===== src/rtl/i2c_master_byte_engine_core_macros.svh =====
// Assertion macros shared by the engine modules.
// Every macro samples on aclk and is switched off while aresetn is low.
`ifndef I2C_MASTER_BYTE_ENGINE_CORE_MACROS_SVH
`define I2C_MASTER_BYTE_ENGINE_CORE_MACROS_SVH

`ifndef SYNTHESIS

// The condition holds at every clock edge.
`define I2CBE_ASSERT_ALWAYS(label, cond) \
    label: assert property (@(posedge aclk) disable iff (!aresetn) (cond)) \
        else $error("engine check failed");

// The consequent holds in the same cycle as the antecedent.
`define I2CBE_ASSERT_SAME(label, ante, cons) \
    label: assert property (@(posedge aclk) disable iff (!aresetn) (ante) |-> (cons)) \
        else $error("engine check failed");

// The consequent holds in the cycle after the antecedent.
`define I2CBE_ASSERT_NEXT(label, ante, cons) \
    label: assert property (@(posedge aclk) disable iff (!aresetn) (ante) |=> (cons)) \
        else $error("engine check failed");

`else

`define I2CBE_ASSERT_ALWAYS(label, cond)
`define I2CBE_ASSERT_SAME(label, ante, cons)
`define I2CBE_ASSERT_NEXT(label, ante, cons)

`endif

`endif


===== src/rtl/i2cbe_pkg.sv =====
package i2cbe_pkg;

    // Stream widths.
    localparam int S_TDATA_W = 16;
    localparam int S_TUSER_W = 3;
    localparam int M_TDATA_W = 16;

    // Queue between the front and the sequencer.
    localparam int FIFO_AW    = 2;
    localparam int FIFO_DEPTH = 1 << FIFO_AW;

    // Bus timing and byte framing.
    localparam logic [15:0] HALF_PERIOD_RESET = 16'd250;
    localparam logic [3:0]  BITS_PER_BYTE     = 4'd8;
    localparam int          BYTE_MSB          = 7;

    // Command codes as carried on the input stream.
    typedef enum logic [1:0] {
        CMD_START = 2'd0,
        CMD_STOP  = 2'd1,
        CMD_WRITE = 2'd2,
        CMD_READ  = 2'd3
    } cmd_t;

    // Bus sequencer phases.
    typedef enum logic [18:0] {
        PH_IDLE       = 19'h00001,
        PH_ST1        = 19'h00002,
        PH_ST2        = 19'h00004,
        PH_ST3        = 19'h00008,
        PH_ST4        = 19'h00010,
        PH_SP1        = 19'h00020,
        PH_SP2        = 19'h00040,
        PH_SP3        = 19'h00080,
        PH_TX_LOW     = 19'h00100,
        PH_TX_HIGH    = 19'h00200,
        PH_TX_ACKLOW  = 19'h00400,
        PH_TX_ACKHIGH = 19'h00800,
        PH_RX_PRE     = 19'h01000,
        PH_RX_WAIT    = 19'h02000,
        PH_RX_HIGH    = 19'h04000,
        PH_RX_LOW     = 19'h08000,
        PH_RX_ACKSET  = 19'h10000,
        PH_RX_ACKHIGH = 19'h20000,
        PH_RX_ACKEND  = 19'h40000
    } phase_t;

    // One classified tick: the command is decoded into one-hot flags that
    // are already qualified by command_valid.
    typedef struct packed {
        logic       do_start;
        logic       do_stop;
        logic       do_write;
        logic       do_read;
        logic [7:0] write_data;
        logic       send_ack;
        logic       scl_sense;
        logic       sda_sense;
    } item_t;

endpackage


===== src/rtl/i2c_master_byte_engine_core.sv =====
// Channel   Ports                       Transaction carries
// -------   -------------------------   ---------------------------------------------
// input     s_tvalid s_tready s_tdata   one bus tick: command fields and line levels
//           s_tuser                     command_valid, command
// output    m_tvalid m_tready m_tdata   drives, ready, done, read byte, ACK for a tick
// config    cfg_wr_en cfg_wr_data       half_period_ticks
//
// Every input transaction yields exactly one output transaction.
// Sustained rate is one transaction per cycle while the output is not stalled; a tick
// passes the front stage, the four-entry tick queue and the sequencer's output register.
// Unless the output stalls, the sequencer takes one tick per cycle in one state machine step.
// Reset is synchronous and active low; no clearing pass is needed after it.
// Either side may stall on its own: the queue absorbs ticks while the output waits.
module i2c_master_byte_engine_core (
    input  logic                            aclk,
    input  logic                            aresetn,
    input  logic                            cfg_wr_en,
    input  logic [15:0]                     cfg_wr_data,
    input  logic                            s_tvalid,
    output logic                            s_tready,
    // Fields from bit 0: write_data[7:0], send_ack, scl_sense, sda_sense, zero fill.
    input  logic [i2cbe_pkg::S_TDATA_W-1:0] s_tdata,
    // Fields from bit 0: command_valid, command[1:0].
    input  logic [i2cbe_pkg::S_TUSER_W-1:0] s_tuser,
    output logic                            m_tvalid,
    input  logic                            m_tready,
    // Fields from bit 0: scl_pull_low, sda_pull_low, ready_res, done_res,
    // read_data[7:0], ack_sampled, zero fill.
    output logic [i2cbe_pkg::M_TDATA_W-1:0] m_tdata
);
    import i2cbe_pkg::*;

    logic  fr_valid;
    logic  fr_ready;
    item_t fr_item;
    logic  bk_valid;
    logic  bk_ready;
    item_t bk_item;

    // Front: accept and classify ticks.
    i2cbe_front u_front (
        .aclk     (aclk),
        .aresetn  (aresetn),
        .s_tvalid (s_tvalid),
        .s_tready (s_tready),
        .s_tdata  (s_tdata),
        .s_tuser  (s_tuser),
        .q_valid  (fr_valid),
        .q_ready  (fr_ready),
        .q_item   (fr_item)
    );

    // Tick queue between the two halves.
    i2cbe_fifo u_fifo (
        .aclk     (aclk),
        .aresetn  (aresetn),
        .wr_valid (fr_valid),
        .wr_ready (fr_ready),
        .wr_item  (fr_item),
        .rd_valid (bk_valid),
        .rd_ready (bk_ready),
        .rd_item  (bk_item)
    );

    // Back: bus sequencer and result register.
    i2cbe_seq u_seq (
        .aclk        (aclk),
        .aresetn     (aresetn),
        .cfg_wr_en   (cfg_wr_en),
        .cfg_wr_data (cfg_wr_data),
        .q_valid     (bk_valid),
        .q_ready     (bk_ready),
        .q_item      (bk_item),
        .m_tvalid    (m_tvalid),
        .m_tready    (m_tready),
        .m_tdata     (m_tdata)
    );

endmodule


===== src/rtl/i2cbe_front.sv =====
module i2cbe_front (
    input  logic                            aclk,
    input  logic                            aresetn,
    input  logic                            s_tvalid,
    output logic                            s_tready,
    // Fields from bit 0: write_data[7:0], send_ack, scl_sense, sda_sense, zero fill.
    input  logic [i2cbe_pkg::S_TDATA_W-1:0] s_tdata,
    // Fields from bit 0: command_valid, command[1:0].
    input  logic [i2cbe_pkg::S_TUSER_W-1:0] s_tuser,
    output logic                            q_valid,
    input  logic                            q_ready,
    output i2cbe_pkg::item_t                q_item
);
    import i2cbe_pkg::*;

    logic  stage_valid_reg;
    item_t stage_item_reg;
    item_t item_class;
    cmd_t  cmd_code;
    logic  cmd_valid;
    logic  take;

    // Decode the command into one-hot flags gated by the valid flag.
    always_comb begin
        cmd_valid = s_tuser[0];
        cmd_code  = cmd_t'(s_tuser[2:1]);
        item_class            = '0;
        item_class.write_data = s_tdata[7:0];
        item_class.send_ack   = s_tdata[8];
        item_class.scl_sense  = s_tdata[9];
        item_class.sda_sense  = s_tdata[10];
        unique case (cmd_code)
            CMD_START: item_class.do_start = cmd_valid;
            CMD_STOP:  item_class.do_stop  = cmd_valid;
            CMD_WRITE: item_class.do_write = cmd_valid;
            CMD_READ:  item_class.do_read  = cmd_valid;
            default:   item_class.do_read  = 1'b0;
        endcase
    end

    // The stage accepts a new transaction whenever it is empty or drains now.
    assign s_tready = !stage_valid_reg || q_ready;
    assign take     = s_tvalid && s_tready;

    always_ff @(posedge aclk) begin
        if (!aresetn) begin
            stage_valid_reg <= 1'b0;
        end else if (take) begin
            stage_valid_reg <= 1'b1;
        end else if (q_ready) begin
            stage_valid_reg <= 1'b0;
        end
    end

    always_ff @(posedge aclk) begin
        if (take) begin
            stage_item_reg <= item_class;
        end
    end

    assign q_valid = stage_valid_reg;
    assign q_item  = stage_item_reg;

endmodule


===== src/rtl/i2cbe_fifo.sv =====
`include "i2c_master_byte_engine_core_macros.svh"

module i2cbe_fifo (
    input  logic             aclk,
    input  logic             aresetn,
    input  logic             wr_valid,
    output logic             wr_ready,
    input  i2cbe_pkg::item_t wr_item,
    output logic             rd_valid,
    input  logic             rd_ready,
    output i2cbe_pkg::item_t rd_item
);
    import i2cbe_pkg::*;

    item_t              mem_reg [FIFO_DEPTH];
    logic [FIFO_AW-1:0] wr_ptr_reg;
    logic [FIFO_AW-1:0] rd_ptr_reg;
    logic [FIFO_AW:0]   count_reg;
    logic [FIFO_AW:0]   count_next;
    logic               push;
    logic               pop;

    assign wr_ready = (count_reg != FIFO_DEPTH[FIFO_AW:0]);
    assign rd_valid = (count_reg != '0);
    assign push     = wr_valid && wr_ready;
    assign pop      = rd_valid && rd_ready;
    assign rd_item  = mem_reg[rd_ptr_reg];

    // Occupancy moves by one for a lone push or a lone pop.
    always_comb begin
        count_next = count_reg;
        if (push && !pop) begin
            count_next = count_reg + 1'b1;
        end else if (pop && !push) begin
            count_next = count_reg - 1'b1;
        end
    end

    always_ff @(posedge aclk) begin
        if (!aresetn) begin
            wr_ptr_reg <= '0;
            rd_ptr_reg <= '0;
            count_reg  <= '0;
        end else begin
            if (push) begin
                wr_ptr_reg <= wr_ptr_reg + 1'b1;
            end
            if (pop) begin
                rd_ptr_reg <= rd_ptr_reg + 1'b1;
            end
            count_reg <= count_next;
        end
    end

    always_ff @(posedge aclk) begin
        if (push) begin
            mem_reg[wr_ptr_reg] <= wr_item;
        end
    end

    `I2CBE_ASSERT_ALWAYS(a_fifo_bound, count_reg <= FIFO_DEPTH[FIFO_AW:0])
    `I2CBE_ASSERT_NEXT(a_fifo_grow, push && !pop, count_reg == $past(count_reg) + 1'b1)
    `I2CBE_ASSERT_NEXT(a_fifo_ptr_gap, pop && !push,
                       (wr_ptr_reg - rd_ptr_reg) == count_reg[FIFO_AW-1:0])

endmodule


===== src/rtl/i2cbe_seq.sv =====
`include "i2c_master_byte_engine_core_macros.svh"

module i2cbe_seq (
    input  logic                            aclk,
    input  logic                            aresetn,
    input  logic                            cfg_wr_en,
    input  logic [15:0]                     cfg_wr_data,
    input  logic                            q_valid,
    output logic                            q_ready,
    input  i2cbe_pkg::item_t                q_item,
    output logic                            m_tvalid,
    input  logic                            m_tready,
    // Fields from bit 0: scl_pull_low, sda_pull_low, ready_res, done_res,
    // read_data[7:0], ack_sampled, zero fill.
    output logic [i2cbe_pkg::M_TDATA_W-1:0] m_tdata
);
    import i2cbe_pkg::*;

    logic [15:0]           half_period_reg;
    logic [15:0]           delay_ticks;
    phase_t                phase_reg,   phase_next;
    logic [3:0]            bit_cnt_reg, bit_cnt_next;
    logic [3:0]            bit_cnt_inc;
    logic [7:0]            shift_reg,   shift_next;
    logic [15:0]           wait_reg,    wait_next;
    logic                  ack_choice_reg, ack_choice_next;
    logic [7:0]            rx_byte_reg, rx_byte_next;
    logic                  ack_res_reg, ack_res_next;
    logic                  scl_drv_reg, scl_drv_next;
    logic                  sda_drv_reg, sda_drv_next;
    logic                  done_next;
    logic                  step;
    logic                  out_valid_reg;
    logic [M_TDATA_W-1:0]  out_data_reg;

    // Delay register; a zero setting behaves as one tick.
    always_ff @(posedge aclk) begin
        if (!aresetn) begin
            half_period_reg <= HALF_PERIOD_RESET;
        end else if (cfg_wr_en) begin
            half_period_reg <= cfg_wr_data;
        end
    end

    assign delay_ticks = (half_period_reg == '0) ? 16'd1 : half_period_reg;
    assign bit_cnt_inc = bit_cnt_reg + 4'd1;

    // One tick is consumed whenever the output register is free or drains.
    assign q_ready = !out_valid_reg || m_tready;
    assign step    = q_valid && q_ready;

    // Next state for one bus tick.
    always_comb begin
        phase_next      = phase_reg;
        bit_cnt_next    = bit_cnt_reg;
        shift_next      = shift_reg;
        wait_next       = wait_reg;
        ack_choice_next = ack_choice_reg;
        rx_byte_next    = rx_byte_reg;
        ack_res_next    = ack_res_reg;
        scl_drv_next    = scl_drv_reg;
        sda_drv_next    = sda_drv_reg;
        done_next       = 1'b0;

        if (phase_reg == PH_IDLE) begin
            // Idle: latch a new command and schedule its first action.
            if (q_item.do_start) begin
                sda_drv_next = 1'b0;
                wait_next    = delay_ticks;
                phase_next   = PH_ST1;
            end else if (q_item.do_stop) begin
                sda_drv_next = 1'b1;
                wait_next    = delay_ticks;
                phase_next   = PH_SP1;
            end else if (q_item.do_write) begin
                shift_next   = q_item.write_data;
                bit_cnt_next = '0;
                sda_drv_next = !q_item.write_data[BYTE_MSB];
                wait_next    = delay_ticks;
                phase_next   = PH_TX_LOW;
            end else if (q_item.do_read) begin
                ack_choice_next = q_item.send_ack;
                shift_next      = '0;
                bit_cnt_next    = '0;
                sda_drv_next    = 1'b0;
                wait_next       = delay_ticks;
                phase_next      = PH_RX_PRE;
            end
        end else if (phase_reg == PH_RX_WAIT) begin
            // Clock stretching: hold until the slave lets SCL rise.
            scl_drv_next = 1'b0;
            if (q_item.scl_sense) begin
                wait_next  = delay_ticks;
                phase_next = PH_RX_HIGH;
            end
        end else if (wait_reg > 16'd1) begin
            wait_next = wait_reg - 16'd1;
        end else begin
            // Delay has run out: take the scheduled action.
            unique case (phase_reg)
                PH_ST1: begin
                    scl_drv_next = 1'b0;
                    wait_next    = delay_ticks;
                    phase_next   = PH_ST2;
                end
                PH_ST2: begin
                    sda_drv_next = 1'b1;
                    wait_next    = delay_ticks;
                    phase_next   = PH_ST3;
                end
                PH_ST3: begin
                    scl_drv_next = 1'b1;
                    wait_next    = delay_ticks;
                    phase_next   = PH_ST4;
                end
                PH_SP1: begin
                    scl_drv_next = 1'b0;
                    wait_next    = delay_ticks;
                    phase_next   = PH_SP2;
                end
                PH_SP2: begin
                    sda_drv_next = 1'b0;
                    wait_next    = delay_ticks;
                    phase_next   = PH_SP3;
                end
                PH_ST4, PH_SP3: begin
                    phase_next = PH_IDLE;
                    done_next  = 1'b1;
                end
                PH_TX_LOW: begin
                    scl_drv_next = 1'b0;
                    shift_next   = {shift_reg[BYTE_MSB-1:0], 1'b0};
                    wait_next    = delay_ticks;
                    phase_next   = PH_TX_HIGH;
                end
                PH_TX_HIGH: begin
                    scl_drv_next = 1'b1;
                    bit_cnt_next = bit_cnt_inc;
                    wait_next    = delay_ticks;
                    if (bit_cnt_inc < BITS_PER_BYTE) begin
                        sda_drv_next = !shift_reg[BYTE_MSB];
                        phase_next   = PH_TX_LOW;
                    end else begin
                        sda_drv_next = 1'b0;
                        phase_next   = PH_TX_ACKLOW;
                    end
                end
                PH_TX_ACKLOW: begin
                    scl_drv_next = 1'b0;
                    wait_next    = delay_ticks;
                    phase_next   = PH_TX_ACKHIGH;
                end
                PH_TX_ACKHIGH: begin
                    ack_res_next = q_item.sda_sense;
                    scl_drv_next = 1'b1;
                    phase_next   = PH_IDLE;
                    done_next    = 1'b1;
                end
                PH_RX_PRE: begin
                    scl_drv_next = 1'b0;
                    phase_next   = PH_RX_WAIT;
                end
                PH_RX_HIGH: begin
                    shift_next   = {shift_reg[BYTE_MSB-1:0], q_item.sda_sense};
                    scl_drv_next = 1'b1;
                    wait_next    = delay_ticks;
                    phase_next   = PH_RX_LOW;
                end
                PH_RX_LOW: begin
                    bit_cnt_next = bit_cnt_inc;
                    if (bit_cnt_inc < BITS_PER_BYTE) begin
                        scl_drv_next = 1'b0;
                        phase_next   = PH_RX_WAIT;
                    end else begin
                        sda_drv_next = ack_choice_reg;
                        wait_next    = delay_ticks;
                        phase_next   = PH_RX_ACKSET;
                    end
                end
                PH_RX_ACKSET: begin
                    scl_drv_next = 1'b0;
                    wait_next    = delay_ticks;
                    phase_next   = PH_RX_ACKHIGH;
                end
                PH_RX_ACKHIGH: begin
                    scl_drv_next = 1'b1;
                    wait_next    = delay_ticks;
                    phase_next   = PH_RX_ACKEND;
                end
                PH_RX_ACKEND: begin
                    sda_drv_next = 1'b0;
                    rx_byte_next = shift_reg;
                    phase_next   = PH_IDLE;
                    done_next    = 1'b1;
                end
                default: begin
                    phase_next = PH_IDLE;
                end
            endcase
        end
    end

    // Sequencer state advances once per consumed tick.
    always_ff @(posedge aclk) begin
        if (!aresetn) begin
            phase_reg      <= PH_IDLE;
            bit_cnt_reg    <= '0;
            shift_reg      <= '0;
            wait_reg       <= '0;
            ack_choice_reg <= 1'b0;
            rx_byte_reg    <= '0;
            ack_res_reg    <= 1'b0;
            scl_drv_reg    <= 1'b0;
            sda_drv_reg    <= 1'b0;
        end else if (step) begin
            phase_reg      <= phase_next;
            bit_cnt_reg    <= bit_cnt_next;
            shift_reg      <= shift_next;
            wait_reg       <= wait_next;
            ack_choice_reg <= ack_choice_next;
            rx_byte_reg    <= rx_byte_next;
            ack_res_reg    <= ack_res_next;
            scl_drv_reg    <= scl_drv_next;
            sda_drv_reg    <= sda_drv_next;
        end
    end

    // Output register holds the result until the downstream side takes it.
    always_ff @(posedge aclk) begin
        if (!aresetn) begin
            out_valid_reg <= 1'b0;
        end else if (step) begin
            out_valid_reg <= 1'b1;
        end else if (m_tready) begin
            out_valid_reg <= 1'b0;
        end
    end

    always_ff @(posedge aclk) begin
        if (step) begin
            out_data_reg <= {3'b000, ack_res_next, rx_byte_next, done_next,
                             (phase_next == PH_IDLE), sda_drv_next, scl_drv_next};
        end
    end

    assign m_tvalid = out_valid_reg;
    assign m_tdata  = out_data_reg;

    `I2CBE_ASSERT_ALWAYS(a_bit_cnt_range, bit_cnt_reg <= BITS_PER_BYTE)
    `I2CBE_ASSERT_SAME(a_timed_phase_armed,
                       phase_reg != PH_IDLE && phase_reg != PH_RX_WAIT, wait_reg != '0)
    `I2CBE_ASSERT_NEXT(a_wait_countdown,
                       step && phase_reg != PH_IDLE && phase_reg != PH_RX_WAIT
                       && wait_reg > 16'd1,
                       wait_reg == $past(wait_reg) - 16'd1 && phase_reg == $past(phase_reg))
    `I2CBE_ASSERT_NEXT(a_done_is_idle, step && done_next,
                       phase_reg == PH_IDLE && out_data_reg[2] && out_data_reg[3])

endmodule


===== config.mk =====
export PLATFORM = sky130hd
export DESIGN_NAME = i2c_master_byte_engine_core
export DESIGN_NICKNAME = d
export VERILOG_FILES = /design/src/rtl/i2cbe_pkg.sv /design/src/rtl/i2c_master_byte_engine_core.sv /design/src/rtl/i2cbe_front.sv /design/src/rtl/i2cbe_fifo.sv /design/src/rtl/i2cbe_seq.sv
export VERILOG_INCLUDE_DIRS = /design/src /design/src/rtl
export SDC_FILE = /design/constraint.sdc
export NUM_CORES = 1
export LEC_CHECK = 0
export BUFFER_PORTS_ARGS = -buffer_cell sky130_fd_sc_hd__buf_4
export CORE_MARGIN = 5
export CORE_UTILIZATION = 50
export CTS_BUF_LIST = sky130_fd_sc_hd__clkbuf_2 sky130_fd_sc_hd__clkbuf_4 sky130_fd_sc_hd__clkbuf_8
export DETAILED_ROUTE_END_ITERATION = 7
export GPL_TIMING_DRIVEN = 0
export PLACE_DENSITY = 0.68
export SYNTH_ARGS = -nofsm -noshare
export SYNTH_HDL_FRONTEND = slang
export SYNTH_HIERARCHICAL = 1
export SYNTH_SLANG_ARGS = --single-unit

===== constraint.sdc =====
create_clock -name aclk -period 7.34 [get_ports aclk]
set_input_delay 0.734 -clock aclk [delete_from_list [all_inputs] [get_ports aclk]]
set_output_delay 0.734 -clock aclk [all_outputs]
set_load 0.01 [all_outputs]

==> metrics.txt <==
status=finished, final reports clean; antenna violations before repair=0; unique cell type count in the Yosys netlist=80; WP data required=7650 ps; dpl hpwl=16,200 um; Clock Tree Buf Depth=2; Slew Viols, Final=0; Routability Congestion=0.959; core area=16,500 sq um; origin of the worst min-delay path=s_tdata[8]; maximum number of pins on one net before global-route repair=23; Worst-Margin Slew=1290 ps; register share of total power=0.357; total gr overflow=0; die area=19,300 sq um; Die Y=139 um; post-synthesis sequential area ratio=0.525; Final Setup Violations=0; fin crit period=3640 ps; LEAKAGE=3.46 nW; hold slack=440 ps; final non-filler cell total=1,064; Synth warnings=6; # hold bufs at CTS=0; #FFs+latches synth=174; fin area=9340 sq um; root buffer cell=clkbuf_8; most common cell after layout, fill and taps aside=edfxtp_1; HP Class=primary input to flop; internal power=2.05 mW; Crit-path slowest cell=nor3_1; clock sink total=174; max cap viols=0; number of synthesized flops with an enable pin=88; DRT antenna net count=0; total routed wirelength=22,300 um; Die X=139 um; critical path startpoint=u_seq/phase_reg[17]; Mapped Area=8310 sq um; clk_lat worst skew=460 ps; Post-CTS Setup Bufs=0; CP bufs+invs=3; number of core rows=47; layout cells sized above 1=0.162; CP Cell Sequence=clkbuf_1, nor3_1, nand4_1, or2_1, clkbuf_1, nand3_1, clkbuf_1, nor2_1, o211ai_1, o31ai_1; CP dominant cell by count=clkbuf_1; Max rail drop VDD=0.182 mV; Pwr Density=391 nW/um^2; Switching Fraction=0.439; most frequent cells in the layout=88 x edfxtp_1, 86 x dfxtp_1, 68 x nand2_1; via count=6,535; CTS tree=built; initial drt markers=635; DRC=0; vias in the first global route=6,290; Largest stage delay, worst path=590 ps; Setup TNS=0 ps; Ports=58; switching power total=1.60 mW; Total Routing Usage GR=0.229; Post-Place Setup Slack=3850 ps; CTS resizes=0; nets@finish=881; Synth Flop Type=edfxtp_1; routed len/inst=21.0 um; FFs w/ async S/R, synth=0; ant diodes=0; total power=3.65 mW; Crit Reg-Reg Startpoint=u_seq/phase_reg[17]; final worst setup slack=3700 ps; Critical Path Sink Type=flop; Clk network pwr share=0.176; crit path DAT=3950 ps; Post-Syn Instances=763; Avg Inst Size Synth=10.9 sq um; startpoint types=flop; fin crit share=0.496; Worst-path clk slew=100 ps; final core utilization=0.567; RSZ-0062 raised after global routing=no; synthesis-to-layout area growth=12.3%; WS Path Type=flop to flop; Largest register FFs=60; Final Hold Fails=0; crit-path leading delay family=simple AND/OR/NAND/NOR gates; placed insts=1,033; Clock Skew=19.3 ps; Comb power frac=0.467; Post-DP Area=8950 sq um; first-pass GRT wire length=35,000 um; htree depth=4; Rel. slew slack=0.138; Buffers on Ports=48; DR pass1 iterations=5; Max Fclk=275 MHz; Crit Path Max Fanout=10; Initial Utilization=0.505; clock buffer count from CTS=17; drt via density=6.14
==> cell type report <==
cell class	count	area (sq um)
multi-input combinational	529	3670
fill	1431	7130
inverter	15	56.3
tap	220	275
clock inverter	14	148
sequential	174	4360
buffer	47	229
timing repair buffer	48	360
clock buffer	17	234
==> cell families after synthesis <==
group / Yosys count / share of synthesized area
buffers and inverters: 62 / 0.0343
DFF: 174 / 0.525
adders and majority gates: 9 / 0.0145
muxes: 52 / 0.0888
and+or+nand+nor: 314 / 0.203
AOI/OAI and AO/OA: 141 / 0.123
other: 1 / 0.000451
xor gates and xnor gates: 10 / 0.0105
==> power groups by stage <==
stage	Sequential [mW]	Combinational, mW	Clock [mW]
CTS	1.31	1.67	0.661
finish	1.31	1.71	0.642
global route	1.33	1.84	0.700
global placement	1.32	1.64	0
detailed placement	1.33	1.67	0
floorplan	1.32	1.15	0
==> cells in the mapped netlist (9+ instances only) <==
cell type | count | area share
edfxtp_1 | 88 | 0.32
dfxtp_1 | 86 | 0.21
nand2_1 | 68 | 0.031
nor2_1 | 66 | 0.030
nand3_1 | 38 | 0.023
a21oi_1 | 33 | 0.020
clkbuf_1 | 28 | 0.013
mux2i_1 | 28 | 0.034
nor3_1 | 27 | 0.016
o21ai_0 | 25 | 0.015
nor4_1 | 24 | 0.018
inv_1 | 14 | 0.0063
nand2b_1 | 13 | 0.0098
nand4_1 | 11 | 0.0083
o211a_1 | 11 | 0.013
mux4_2 | 10 | 0.027
o31ai_1 | 10 | 0.0090
and2_1 | 9 | 0.0068
mux2_2 | 9 | 0.012
or3_1 | 9 | 0.0068
==> path summary, 6_finish.rpt <==
path | end | slack [ps] | depth (start not counted)
max reg2reg | u_seq/wait_reg[15] | 3700 | 10
max | u_seq/wait_reg[15] | 3700 | 10
min reg2reg | u_seq/scl_drv_reg | 490 | 2
min | u_front/q_item[2] | 440 | 1
==> routing by layer <==
| layer | vias to the layer above | wire, um | track usage |
|---|---|---|---|
| li1 | 3036 | - | - |
| met1 | 3198 | 9470 | 0.297 |
| met2 | 268 | 11000 | 0.387 |
| met3 | 33 | 1420 | 0.0472 |
| met4 | 0 | 431 | 0.0721 |
| met5 | - | 0 | 0 |
No activity file was read; power rests on OpenSTA's default activity.
